**src/eebe_pkg.sv**
```systemverilog
// ----------------------------------------------------------------------------
// eebe_pkg - edge element basis evaluation package
// Codes, basis tables and axis-pair lookups shared by the evaluation unit.
// ----------------------------------------------------------------------------
`default_nettype none

package eebe_pkg;

	// command codes
	localparam logic [1:0] CMD_VALUE = 2'd0;
	localparam logic [1:0] CMD_D1    = 2'd1;
	localparam logic [1:0] CMD_D2    = 2'd2;
	localparam logic [1:0] CMD_BAD   = 2'd3;

	// element kinds
	localparam logic [1:0] ELEM_HEX = 2'd0;
	localparam logic [1:0] ELEM_TET = 2'd1;

	localparam logic [3:0] HEX_EDGES = 4'd12;
	localparam logic [3:0] TET_EDGES = 4'd6;

	localparam logic [2:0] D1_DIRS = 3'd3;
	localparam logic [2:0] D2_DIRS = 3'd6;

	// status codes
	localparam logic [2:0] ST_OK        = 3'd0;
	localparam logic [2:0] ST_BAD_ORDER = 3'd1;
	localparam logic [2:0] ST_BAD_ELEM  = 3'd2;
	localparam logic [2:0] ST_BAD_INDEX = 3'd3;
	localparam logic [2:0] ST_BAD_DIR   = 3'd4;

	// axes
	localparam logic [1:0] AX_XI   = 2'd0;
	localparam logic [1:0] AX_ETA  = 2'd1;
	localparam logic [1:0] AX_ZETA = 2'd2;

	// unit coefficient codes
	localparam logic [1:0] U_Z = 2'b00;
	localparam logic [1:0] U_P = 2'b01;
	localparam logic [1:0] U_M = 2'b11;

	// hex function: k * (1 + sa*ua) * (1 + sb*ub) / 8 in component comp
	typedef struct packed {
		logic [1:0] comp;
		logic       k_neg;
		logic [1:0] axis_a;
		logic       sa_neg;
		logic [1:0] axis_b;
		logic       sb_neg;
	} hex_ent_t;

	typedef struct packed {
		logic [1:0] cx;
		logic [1:0] cy;
		logic [1:0] cz;
	} unit_vec_t;

	typedef struct packed {
		logic [1:0] lo;
		logic [1:0] hi;
	} axis_pair_t;

	function automatic hex_ent_t hex_entry(input logic [3:0] idx);
		hex_ent_t e;
		case (idx)
			4'd0:    e = '{AX_XI,   1'b1, AX_ETA, 1'b1, AX_ZETA, 1'b1};
			4'd1:    e = '{AX_ETA,  1'b1, AX_XI,  1'b0, AX_ZETA, 1'b1};
			4'd2:    e = '{AX_XI,   1'b0, AX_ETA, 1'b0, AX_ZETA, 1'b1};
			4'd3:    e = '{AX_ETA,  1'b1, AX_XI,  1'b1, AX_ZETA, 1'b1};
			4'd4:    e = '{AX_ZETA, 1'b1, AX_XI,  1'b1, AX_ETA,  1'b1};
			4'd5:    e = '{AX_ZETA, 1'b1, AX_XI,  1'b0, AX_ETA,  1'b1};
			4'd6:    e = '{AX_ZETA, 1'b1, AX_XI,  1'b0, AX_ETA,  1'b0};
			4'd7:    e = '{AX_ZETA, 1'b1, AX_XI,  1'b1, AX_ETA,  1'b0};
			4'd8:    e = '{AX_XI,   1'b1, AX_ETA, 1'b1, AX_ZETA, 1'b0};
			4'd9:    e = '{AX_ETA,  1'b1, AX_XI,  1'b0, AX_ZETA, 1'b0};
			4'd10:   e = '{AX_XI,   1'b0, AX_ETA, 1'b0, AX_ZETA, 1'b0};
			4'd11:   e = '{AX_ETA,  1'b1, AX_XI,  1'b1, AX_ZETA, 1'b0};
			default: e = '0;
		endcase
		return e;
	endfunction

	// tetrahedron first derivatives: constant unit vectors per direction and index
	function automatic unit_vec_t tet_d1(input logic [1:0] dir, input logic [2:0] idx);
		unit_vec_t v;
		v = '{U_Z, U_Z, U_Z};
		case (dir)
			2'd0: begin
				case (idx)
					3'd0:    v = '{U_Z, U_M, U_M};
					3'd1:    v = '{U_Z, U_M, U_Z};
					3'd2:    v = '{U_Z, U_P, U_Z};
					3'd3:    v = '{U_Z, U_Z, U_P};
					3'd4:    v = '{U_Z, U_Z, U_M};
					default: v = '{U_Z, U_Z, U_Z};
				endcase
			end
			2'd1: begin
				case (idx)
					3'd0:    v = '{U_P, U_Z, U_Z};
					3'd1:    v = '{U_P, U_Z, U_Z};
					3'd2:    v = '{U_M, U_Z, U_M};
					3'd3:    v = '{U_Z, U_Z, U_P};
					3'd5:    v = '{U_Z, U_Z, U_M};
					default: v = '{U_Z, U_Z, U_Z};
				endcase
			end
			2'd2: begin
				case (idx)
					3'd0:    v = '{U_P, U_Z, U_Z};
					3'd2:    v = '{U_Z, U_P, U_Z};
					3'd3:    v = '{U_M, U_M, U_Z};
					3'd4:    v = '{U_P, U_Z, U_Z};
					3'd5:    v = '{U_Z, U_P, U_Z};
					default: v = '{U_Z, U_Z, U_Z};
				endcase
			end
			default: v = '{U_Z, U_Z, U_Z};
		endcase
		return v;
	endfunction

	// second derivative directions xx, xy, yy, xz, yz, zz
	function automatic axis_pair_t d2_pair(input logic [2:0] dir);
		axis_pair_t p;
		case (dir)
			3'd0:    p = '{AX_XI,   AX_XI};
			3'd1:    p = '{AX_XI,   AX_ETA};
			3'd2:    p = '{AX_ETA,  AX_ETA};
			3'd3:    p = '{AX_XI,   AX_ZETA};
			3'd4:    p = '{AX_ETA,  AX_ZETA};
			3'd5:    p = '{AX_ZETA, AX_ZETA};
			default: p = '{AX_XI,   AX_XI};
		endcase
		return p;
	endfunction

endpackage

`default_nettype wire

```
**src/edge_element_basis_eval_unit.sv**
```systemverilog
// ----------------------------------------------------------------------------
// edge_element_basis_eval_unit - lowest-order edge basis evaluator
// Value, first or second partial derivative of one hex or tet edge basis
// function at a reference point, signed fixed point, saturated, with status.
// ----------------------------------------------------------------------------
//
//  channel   handshake          payload
//  --------  -----------------  ------------------------------------------------
//  request   start / busy       cmd elem_kind base_order refine_level use_refine
//                               edge_index direction orientation xi eta zeta
//  result    done (one cycle)   comp_x comp_y comp_z status
//
//  A request is taken at every clock edge with start high; busy stays low, so
//  one request per cycle is sustained. Its result passes the input register,
//  then the single product of the two hex factors and the rounding into the
//  result register, and shows on done.
//  The receiver cannot stall; results leave in request order, one per request.
//  arst_n clears both valid flags; the payload registers are not reset.
//
`default_nettype none

module edge_element_basis_eval_unit import eebe_pkg::*; #(
	parameter int COORD_WIDTH = 16
) (
	input  wire logic                          clk,
	input  wire logic                          arst_n,
	input  wire logic                          start,
	output logic                               busy,
	input  wire logic [1:0]                    cmd,
	input  wire logic [1:0]                    elem_kind,
	input  wire logic [3:0]                    base_order,
	input  wire logic [3:0]                    refine_level,
	input  wire logic                          use_refine,
	input  wire logic [3:0]                    edge_index,
	input  wire logic [2:0]                    direction,
	input  wire logic                          orientation,
	input  wire logic signed [COORD_WIDTH-1:0] xi,
	input  wire logic signed [COORD_WIDTH-1:0] eta,
	input  wire logic signed [COORD_WIDTH-1:0] zeta,
	output logic                               done,
	output logic signed [COORD_WIDTH-1:0]      comp_x,
	output logic signed [COORD_WIDTH-1:0]      comp_y,
	output logic signed [COORD_WIDTH-1:0]      comp_z,
	output logic [2:0]                         status
);

	localparam int W    = COORD_WIDTH;
	localparam int FRAC = W - 2;
	localparam int XW   = W + 2;     // headroom for 1 +/- u and its negation

	localparam logic signed [XW-1:0] ONE_X   = (XW)'(1) <<< FRAC;
	localparam logic signed [XW-1:0] EIGHTH_X = (XW)'(1) <<< (FRAC - 3);
	localparam logic [2*W:0]         HALF_P   = (2*W+1)'(1) << (FRAC + 2);
	localparam logic [W:0]           HALF_3   = (W+1)'(4);

	// input register
	logic                valid_s1;
	logic [1:0]          cmd_s1;
	logic [1:0]          kind_s1;
	logic [3:0]          order_s1;
	logic [3:0]          refine_s1;
	logic                use_ref_s1;
	logic [3:0]          idx_s1;
	logic [2:0]          dir_s1;
	logic                orient_s1;
	logic signed [W-1:0] xi_s1, eta_s1, zeta_s1;

	// result register
	logic                valid_s2;
	logic signed [W-1:0] cx_s2, cy_s2, cz_s2;
	logic [2:0]          status_s2;

	// nothing in the datapath ever holds a request off
	assign busy = 1'b0;

	always_ff @(posedge clk or negedge arst_n) begin
		if (!arst_n) begin
			valid_s1 <= 1'b0;
		end else begin
			valid_s1 <= start;
		end
	end

	always_ff @(posedge clk) begin
		if (start) begin
			cmd_s1     <= cmd;
			kind_s1    <= elem_kind;
			order_s1   <= base_order;
			refine_s1  <= refine_level;
			use_ref_s1 <= use_refine;
			idx_s1     <= edge_index;
			dir_s1     <= direction;
			orient_s1  <= orientation;
			xi_s1      <= xi;
			eta_s1     <= eta;
			zeta_s1    <= zeta;
		end
	end

	// ---------------- checks, in precedence order ----------------
	logic [4:0] total;
	logic [2:0] st;
	logic       bad_dir;

	assign total   = {1'b0, order_s1} + (use_ref_s1 ? {1'b0, refine_s1} : 5'd0);
	assign bad_dir = (cmd_s1 == CMD_BAD) ||
	                 (cmd_s1 == CMD_D1 && dir_s1 >= D1_DIRS) ||
	                 (cmd_s1 == CMD_D2 && dir_s1 >= D2_DIRS);

	always_comb begin
		if (total != 5'd1) begin
			st = ST_BAD_ORDER;
		end else if (kind_s1 != ELEM_HEX && kind_s1 != ELEM_TET) begin
			st = ST_BAD_ELEM;
		end else if (idx_s1 >= (kind_s1 == ELEM_HEX ? HEX_EDGES : TET_EDGES)) begin
			st = ST_BAD_INDEX;
		end else if (bad_dir) begin
			st = ST_BAD_DIR;
		end else begin
			st = ST_OK;
		end
	end

	// widen coordinates
	logic signed [XW-1:0] ux, ue, uz;
	assign ux = XW'(xi_s1);
	assign ue = XW'(eta_s1);
	assign uz = XW'(zeta_s1);

	function automatic logic signed [XW-1:0] pick_axis(input logic [1:0] ax,
			input logic signed [XW-1:0] a0, input logic signed [XW-1:0] a1,
			input logic signed [XW-1:0] a2);
		logic signed [XW-1:0] r;
		case (ax)
			AX_XI:   r = a0;
			AX_ETA:  r = a1;
			AX_ZETA: r = a2;
			default: r = '0;
		endcase
		return r;
	endfunction

	function automatic logic signed [XW-1:0] unit_val(input logic [1:0] c);
		logic signed [XW-1:0] r;
		case (c)
			U_P:     r = ONE_X;
			U_M:     r = -ONE_X;
			default: r = '0;
		endcase
		return r;
	endfunction

	function automatic logic signed [XW-1:0] apply_sign(input logic [W-1:0] mag,
			input logic neg);
		logic signed [XW-1:0] m;
		m = {2'b00, mag};
		return neg ? -m : m;
	endfunction

	// ---------------- hexahedron ----------------
	hex_ent_t             ent;
	logic signed [XW-1:0] ua, ub, fa, fb;
	logic [W-1:0]         mag_a, mag_b;
	logic [2*W:0]         prod_rnd;
	logic [W:0]           rnd_a, rnd_b;
	logic signed [XW-1:0] hex_r;
	axis_pair_t           pr;
	logic                 pair_hit;

	assign ent   = hex_entry(idx_s1);
	assign ua    = pick_axis(ent.axis_a, ux, ue, uz);
	assign ub    = pick_axis(ent.axis_b, ux, ue, uz);
	assign fa    = ent.sa_neg ? ONE_X - ua : ONE_X + ua;
	assign fb    = ent.sb_neg ? ONE_X - ub : ONE_X + ub;
	assign mag_a = fa[XW-1] ? W'(-fa) : W'(fa);
	assign mag_b = fb[XW-1] ? W'(-fb) : W'(fb);

	// round to nearest, ties away from zero, on the magnitude
	assign prod_rnd = {1'b0, (2*W)'(mag_a) * (2*W)'(mag_b)} + HALF_P;
	assign rnd_a    = {1'b0, mag_a} + HALF_3;
	assign rnd_b    = {1'b0, mag_b} + HALF_3;

	assign pr       = d2_pair(dir_s1);
	assign pair_hit = (pr.lo != pr.hi) &&
	                  ((pr.lo == ent.axis_a && pr.hi == ent.axis_b) ||
	                   (pr.lo == ent.axis_b && pr.hi == ent.axis_a));

	always_comb begin
		hex_r = '0;
		case (cmd_s1)
			CMD_VALUE: begin
				hex_r = apply_sign(prod_rnd[FRAC+3 +: W],
				                   fa[XW-1] ^ fb[XW-1] ^ ent.k_neg);
			end
			CMD_D1: begin
				if (dir_s1 == {1'b0, ent.axis_a}) begin
					hex_r = apply_sign(W'(rnd_b[W:3]), fb[XW-1] ^ ent.k_neg ^ ent.sa_neg);
				end else if (dir_s1 == {1'b0, ent.axis_b}) begin
					hex_r = apply_sign(W'(rnd_a[W:3]), fa[XW-1] ^ ent.k_neg ^ ent.sb_neg);
				end
			end
			CMD_D2: begin
				if (pair_hit) begin
					hex_r = (ent.k_neg ^ ent.sa_neg ^ ent.sb_neg) ? -EIGHTH_X : EIGHTH_X;
				end
			end
			default: hex_r = '0;
		endcase
	end

	// ---------------- tetrahedron ----------------
	logic signed [XW-1:0] tx, ty, tz;
	unit_vec_t            tv;

	assign tv = tet_d1(dir_s1[1:0], idx_s1[2:0]);

	always_comb begin
		tx = '0;
		ty = '0;
		tz = '0;
		case (cmd_s1)
			CMD_VALUE: begin
				case (idx_s1[2:0])
					3'd0: begin
						tx = -ONE_X + ue + uz;
						ty = -ux;
						tz = -ux;
					end
					3'd1: begin
						tx = ue;
						ty = -ux;
					end
					3'd2: begin
						tx = -ue;
						ty = -ONE_X + ux + uz;
						tz = -ue;
					end
					3'd3: begin
						tx = -uz;
						ty = -uz;
						tz = -ONE_X + ux + ue;
					end
					3'd4: begin
						tx = uz;
						tz = -ux;
					end
					default: begin
						ty = uz;
						tz = -ue;
					end
				endcase
			end
			CMD_D1: begin
				tx = unit_val(tv.cx);
				ty = unit_val(tv.cy);
				tz = unit_val(tv.cz);
			end
			default: begin
				tx = '0;
			end
		endcase
	end

	// ---------------- merge, orient, saturate ----------------
	logic signed [XW-1:0] vx, vy, vz;

	always_comb begin
		vx = '0;
		vy = '0;
		vz = '0;
		if (st == ST_OK) begin
			if (kind_s1 == ELEM_HEX) begin
				case (ent.comp)
					AX_XI:   vx = hex_r;
					AX_ETA:  vy = hex_r;
					default: vz = hex_r;
				endcase
			end else begin
				vx = tx;
				vy = ty;
				vz = tz;
			end
		end
	end

	function automatic logic signed [W-1:0] sat(input logic signed [XW-1:0] v,
			input logic keep);
		logic signed [XW-1:0] s;
		s = keep ? v : -v;
		if (s[XW-1:W-1] == '0 || s[XW-1:W-1] == '1) begin
			return s[W-1:0];
		end
		return s[XW-1] ? {1'b1, {(W-1){1'b0}}} : {1'b0, {(W-1){1'b1}}};
	endfunction

	always_ff @(posedge clk or negedge arst_n) begin
		if (!arst_n) begin
			valid_s2 <= 1'b0;
		end else begin
			valid_s2 <= valid_s1;
		end
	end

	always_ff @(posedge clk) begin
		if (valid_s1) begin
			cx_s2     <= sat(vx, orient_s1);
			cy_s2     <= sat(vy, orient_s1);
			cz_s2     <= sat(vz, orient_s1);
			status_s2 <= st;
		end
	end

	assign done   = valid_s2;
	assign comp_x = cx_s2;
	assign comp_y = cy_s2;
	assign comp_z = cz_s2;
	assign status = status_s2;

	// ---------------- assertions ----------------
	a_latency: assert property (@(posedge clk) disable iff (!arst_n)
		start |-> ##2 done)
		else $error("request did not give a result two cycles later");

	a_no_orphan: assert property (@(posedge clk) disable iff (!arst_n)
		done |-> $past(valid_s1))
		else $error("result strobe without a request in flight");

	a_err_zero: assert property (@(posedge clk) disable iff (!arst_n)
		(done && status != ST_OK) |-> (comp_x == '0 && comp_y == '0 && comp_z == '0))
		else $error("error result carries non-zero components");

	a_status_code: assert property (@(posedge clk) disable iff (!arst_n)
		done |-> (status <= ST_BAD_DIR))
		else $error("status code out of range");

endmodule

`default_nettype wire
```
**config.mk**
```make
export PLATFORM = sky130hd
export DESIGN_NAME = edge_element_basis_eval_unit
export DESIGN_NICKNAME = d
export VERILOG_FILES = /design/src/eebe_pkg.sv /design/src/edge_element_basis_eval_unit.sv
export SDC_FILE = /design/constraint.sdc
export NUM_CORES = 1
export LEC_CHECK = 0
export ABC_CLOCK_PERIOD_IN_PS = 26700
export BUFFER_PORTS_ARGS = -buffer_cell sky130_fd_sc_hd__buf_2
export CAP_MARGIN = 5
export CORE_UTILIZATION = 40
export DETAILED_ROUTE_END_ITERATION = 12
export MAX_ROUTING_LAYER = met4
export PLACE_DENSITY = 0.56
export SLEW_MARGIN = 10
export SYNTH_ARGS = -nofsm -noshare
export SYNTH_HDL_FRONTEND = slang
export SYNTH_SLANG_ARGS = --single-unit
export TNS_END_PERCENT = 10
```
**constraint.sdc**
```tcl
create_clock -name clk -period 26.7 [get_ports clk]
set_input_delay 5.34 -clock clk [delete_from_list [all_inputs] [get_ports clk]]
set_output_delay 5.34 -clock clk [all_outputs]
set_load 0.01 [all_outputs]
```
* Yosys cells after proc, flatten, opt, wreduce, memory -nomap -nowiden
Memory sizes are Yosys's and may differ from the RTL's. A register that Yosys moved wholly into a read port is not among the register bits. Cells that the tools add are included.
Word-level totals: flip-flop bits (word level) 122, ROM bits 128, word-level logic and storage cells 182, input port bits 72, output and inout bits 53, memories 1
Memories:
- (name not given) | depth 16, bits a word 8, rd ports 1, clocked after Yosys merged registers in 1, wr ports 0, RTL line eebe_pkg.sv:65 | case (idx)
Cells by class: bitwise gates (word level) 8, magnitude comparators 3, $add $sub $neg 24, multipliers 1, reductions and logical operators 28, equality and inequality tests 38, muxes and demuxes 62
Operators by type and width (number):
- 2-to-1 mux 18 bit | 21
- case mux 18 bit (2 select lines) | 6
- case mux 18 bit (3 select lines) | 4
- 2-to-1 mux 16 bit | 11
- case mux 18 bit (5 select lines) | 1
- negator 16 -> 18 bit | 4
- case mux 18 bit (4 select lines) | 1
- adder 17 x 16 -> 18 bit | 3
- negator 18 bit | 3
- case mux 4 bit (5 select lines) | 2
- adder 16 x 18 -> 18 bit (first input constant) | 2
- negator 14 -> 18 bit | 2
- case mux 6 bit (3 select lines) | 2
- subtractor 16 x 18 -> 18 bit (first input constant) | 2
- adder 15 x 16 -> 17 bit (first input constant) | 2
- adder 16 x 3 -> 17 bit (second input constant) | 2
- adder 32 x 17 -> 33 bit (second input constant) | 1
- multiplier 16 x 16 -> 32 bit | 1
- negator 16 bit | 2
- case mux 6 bit (4 select lines) | 1
- equality test 3 bit (second input constant) | 7
- equality test 2 x 1 -> 1 bit (second input constant) | 8
- equality test 2 bit (second input constant) | 8
- logical NOT 3 bit | 5
- 20 further kinds | 63

* Logic depth before layout (Yosys ltp)
depth in word-level cells 22, depth in mapped cells 54, mapped depth without buffers 47

* Worst setup path before layout
No wires, ideal clock.
path type reg-to-reg, from register xi_s1[0], to register cx_s2[10] (netlist: comp_x[10]) (data pin), path buffers 7, arrival 12.462 ns, cell stages (with the launch flop) 46, setup slack 13.968 ns, clock period less this slack 12.732 ns, path through edfxtp_1 > clkbuf_1 > mux2i_1 > o21ai_2 > inv_2 > buf_1 > ha_1 > clkbuf_1 > o211ai_2 > or4_1 > buf_2 > or2_2 > o41ai_1 > xnor2_1 > o41a_1 > xor2_1 > clkbuf_1 > nor2_1 > (+10 left out) > a21o_1 > o21bai_1 > a22o_1 > or4_1 > a41o_1 > or3_1 > a222oi_1 > a41oi_1 > xnor2_1 > a221o_1 > a31oi_2 > nand2_1 > a2111oi_2 > a41oi_1 > xnor2_1 > a21oi_1 > clkbuf_1 > o21ai_0
Between the ends: longest elaborated chain between the ends 21, elaborated cells on any way between the ends 44, those cells by class add/sub (13); mul (1); eq/ne (1); mux (21); bitwise (6); reduce/logical (2)
RTL lines:
- from (decl) | RTL line edge_element_basis_eval_unit.sv:66 | logic signed [W-1:0] xi_s1, eta_s1, zeta_s1;
- from (signal assigned) | RTL line edge_element_basis_eval_unit.sv:94 | xi_s1 <= xi;
- branches (longest 10 deep; another with adder 32 x 17 -> 33 bit)
- case mux 18 bit (3 select lines) (*) | RTL line edge_element_basis_eval_unit.sv:190 | case (cmd_s1)
- 2-to-1 mux 18 bit (*) | RTL line edge_element_basis_eval_unit.sv:273 | case (ent.comp)
- 2-to-1 mux 18 bit (*) | RTL line edge_element_basis_eval_unit.sv:272 | if (kind_s1 == ELEM_HEX) begin
- 2-to-1 mux 18 bit (*) | RTL line edge_element_basis_eval_unit.sv:271 | if (st == ST_OK) begin
- negator 18 bit | RTL line edge_element_basis_eval_unit.sv:289 | s = keep ? v : -v;
- 2-to-1 mux 18 bit (*) | RTL line edge_element_basis_eval_unit.sv:289
- equality test 3 bit or logical NOT 3 bit (tied branches) | RTL line edge_element_basis_eval_unit.sv:290 | if (s[XW-1:W-1] == '0 || s[XW-1:W-1] == '1) begin
- logical OR 1 bit | RTL line edge_element_basis_eval_unit.sv:290
- 2-to-1 mux 1 bit | RTL line edge_element_basis_eval_unit.sv:290
- 2-to-1 mux 1 bit | RTL line edge_element_basis_eval_unit.sv:305 | if (valid_s1) begin
- 2-to-1 mux 16 bit (*) | RTL line edge_element_basis_eval_unit.sv:293 | return s[XW-1] ? {1'b1, {(W-1){1'b0}}} : {1'b0, {(W-1){1'b1}}};
- to (signal assigned) | RTL line edge_element_basis_eval_unit.sv:306 | cx_s2 <= sat(vx, orient_s1);
- to (decl) | RTL line edge_element_basis_eval_unit.sv:70 | logic signed [W-1:0] cx_s2, cy_s2, cz_s2;
Mark *: on every way between the ends. The select of a mux whose other input is x is not followed. A chain may end at the register's enable or synchronous reset.

* Worst setup path in the final report
Ends and elaborated chain as after synthesis.

==> flow_metrics.py <==
metrics = {
    "synth": {
        "yosys_register_bits": 129,
        "synthFlopType": "edfxtp_1",
        "synth_area_per_cell_um2": 7.95,
        "ys_warn_count": 0,
        "synth_area_um2": 27300,
        "synth_cells": 3435,
        "synth_edf_count": 120,
        "async_flop_share_pct": 1.55,
        "synth_nets": 3916,
        "synth_cell_types": 123,
        "ys_seq_area_share_pct": 13.9,
    },
    "cts": {
        "cts_buffers": 17,
        "cts_tree": "built",
        "cts_hold_buf": 0,
        "ctsResizeCount": 0,
        "clock-sinks": 129,
        "cts_setup_buffers": 0,
        "clkLatencyLatePin_ns": 0.46,
        "clock_path_buffers": 2,
        "clk_pin_slew_ns": 0.07,
        "htreeDepth": 4,
        "root_buffer": "clkbuf_16",
    },
    "die": {
        "row_count": 95,
        "core_um2": 67400,
        "dieHeight_um": 263,
        "die_w_um": 263,
        "die_area_um2": 69300,
        "start_util_pct": 40.5,
        "ioPinCount": 125,
    },
    "grt": {
        "grt_max_degree": 57,
        "globalRouteOverflowTotal": 0,
        "grt_pass1_vias": 25400,
        "grt_pass1_wl_mm": 163,
        "grt_antenna_before_repair": 0,
        "grt_use_total_pct": 31.6,
    },
    "placement": {
        "routabilityCongestion": 1.04,
        "dp.final_hpwl_mm": 86.2,
        "dp.cells": 4329,
        "portBuffers": 123,
    },
    "min_path": {
        "hold_end": "done",
        "hold_start": "valid_s1",
        "hold-path-cell-count": 0,
        "hold_class": "flop to flop",
    },
    "worst_setup_path": {
        "r2r_cells": 44,
        "start_kind": "flop",
        "crit_path_end_kind": "flop",
        "cp.arrival_ns": 15.63,
        "r2r_end": "comp_x[10]",
        "cp_max_fo": 19,
        "critPathKind": "flop to flop",
        "r2r_slack_ns": 11.21,
        "required_ns": 26.84,
        "reg2reg_from": "xi_s1[0]",
        "max_stage_delay_ns": 1.16,
        "slowest_stage": "xnor2_1",
    },
    "timing": {
        "grt_setup_unrepaired": "false",
        "fmax_ghz": 0.0646,
        "clock_skew_ns": 0.0170,
        "fin_setup_tns_ns": 0,
        "min_period_ns": 15.49,
        "tightestPinTransition_ns": 1.45,
        "slew_headroom_pct": 2.91,
        "timing.hold.ws_ns": 0.569,
        "final_hold_viol_count": 0,
        "fin_crit_sh_pct": 58.0,
        "setup_violations": 0,
        "maxSlewViolCount": 0,
    },
    "layout": {
        "final_common_cell": "nand2_1",
        "layout_common_cells": "355 x nand2_1, 330 x inv_1, 316 x nor2_1",
        "filler_cell_count": 6946,
        "diodes": 0,
        "final_cells": 4361,
        "nets": 3956,
        "area_growth_pct": 7.85,
        "drive_gt1_share_pct": 10.0,
    },
    "detailed_routing": {
        "postRouteAntennaNets": 0,
        "drc_errors": 0,
        "dr.pass1.iters": 6,
        "wl_per_cell_um": 24.7,
        "num_vias": 26700,
        "drt-vias-per-instance": 6.12,
        "drt_iter0_drc": 2801,
        "totalWireLength_mm": 108,
    },
    "outcome": {
        "status": "complete, no violations",
    },
    "run": {
        "maxCapViolCount": 0,
    },
}
registers in the layout, summed over array words and instances, names as in the netlist, 2 cells and up:
signal and count:
dir_s1 3, eta_s1 16, kind_s1 2, order_s1 4, ent 7, comp_z 16
comp_x 16, status 3, zeta_s1 16, comp_y 16, cmd_s1 2, idx_s1 4
refine_s1 4, xi_s1 16
cells in the mapped netlist (20+ instances only):
library cell / instances / share of area [%]
a211oi_1: 29 / 0.80
a21o_1: 55 / 1.5
a21oi_1: 185 / 3.4
a22oi_1: 24 / 0.66
a31oi_1: 39 / 0.89
and2_1: 38 / 0.87
and3_1: 28 / 0.64
buf_2: 20 / 0.37
clkbuf_1: 131 / 1.8
edfxtp_1: 120 / 13
fa_1: 198 / 15
ha_1: 211 / 9.7
inv_1: 330 / 4.5
mux2i_1: 39 / 1.4
nand2_1: 355 / 4.9
nand2b_1: 30 / 0.69
nand3_1: 61 / 1.1
nand4_1: 29 / 0.66
nor2_1: 316 / 4.3
nor3_1: 92 / 1.7
nor4_1: 21 / 0.48
o211ai_1: 38 / 1.0
o21a_1: 27 / 0.74
o21ai_0: 202 / 3.7
o21bai_1: 22 / 0.61
o22ai_1: 23 / 0.53
o31ai_1: 28 / 0.77
or2_2: 21 / 0.48
or3_1: 36 / 0.83
xnor2_1: 166 / 5.3
xor2_1: 96 / 3.1
routing by layer:
metal	GRT usage, %	vias up	wire length [um]
met5	-	-	0
met4	8.23	0	2810
met3	5.51	143	9660
met2	46.5	1294	45800
met1	44.3	12900	49300
li1	-	12300	-
stage by stage:
stage,area (um^2),utilization [%],worst slack (ns)
after floorplan,27300,-,13.97
after global placement,28800,42.7,11.74
after detailed placement,28800,42.8,11.72
after CTS,29400,43.7,11.61
after global routing,29400,43.7,10.53
final,29400,43.7,11.21
worst max path at each step:
stage              from    endpoint  slack [ns]  depth (start not counted)
5_1_grt        xi_s1[0]  comp_x[10]       10.53                         44
3_5_place_dp   xi_s1[0]   comp_x[8]       11.72                         44
6_report       xi_s1[0]  comp_x[10]       11.21                         44
2_1_floorplan  xi_s1[0]  comp_x[10]       13.97                         45
3_3_place_gp     ent[1]   comp_x[4]       11.74                         39
4_1_cts        xi_s1[0]  comp_x[10]       11.61                         44
critical path, delay by kind of cell (launching register included):
| family | cells | cell delay [ns] |
|---|---|---|
| AO/OA/AOI/OAI | 20 | 6.36 |
| buffers and inverters | 7 | 0.79 |
| XOR/XNOR | 2 | 1.34 |
| multiplexers | 1 | 0.22 |
| AND/OR/NAND/NOR | 4 | 1.03 |
| adder cells (fa/ha/maj) | 10 | 4.68 |
| flip-flops | 1 | 0.70 |
cell type report:
| class | count | area [um^2] | area share (%) |
|---|---|---|---|
| repair buffers | 196 | 1170 | 3.96 |
| well taps | 873 | 1090 | 3.71 |
| flip-flops and latches | 129 | 3800 | 12.9 |
| clock buffers | 17 | 425 | 1.45 |
| multi-input cells | 2793 | 21500 | 73.0 |
| clock inverters | 15 | 195 | 0.663 |
| inverters | 338 | 1270 | 4.31 |
logic make-up (layout without fill, tap and decap cells):
kind of cell / count (synthesis) / after routing / share of synthesized area, %
and+or+nand+nor: 1115 / 1115 / 19.4
AOI/OAI and AO/OA: 943 / 943 / 24.1
buffers and inverters: 513 / 566 / 7.48
adders and majority gates: 410 / 410 / 24.2
xor gates and xnor gates: 264 / 264 / 8.55
DFF: 129 / 129 / 13.9
muxes: 60 / 60 / 2.34
other: 1 / 1 / 0.0137
Power is not shown: default switching activity piles up to over one toggle a cycle in this logic, so the estimate is an artifact.
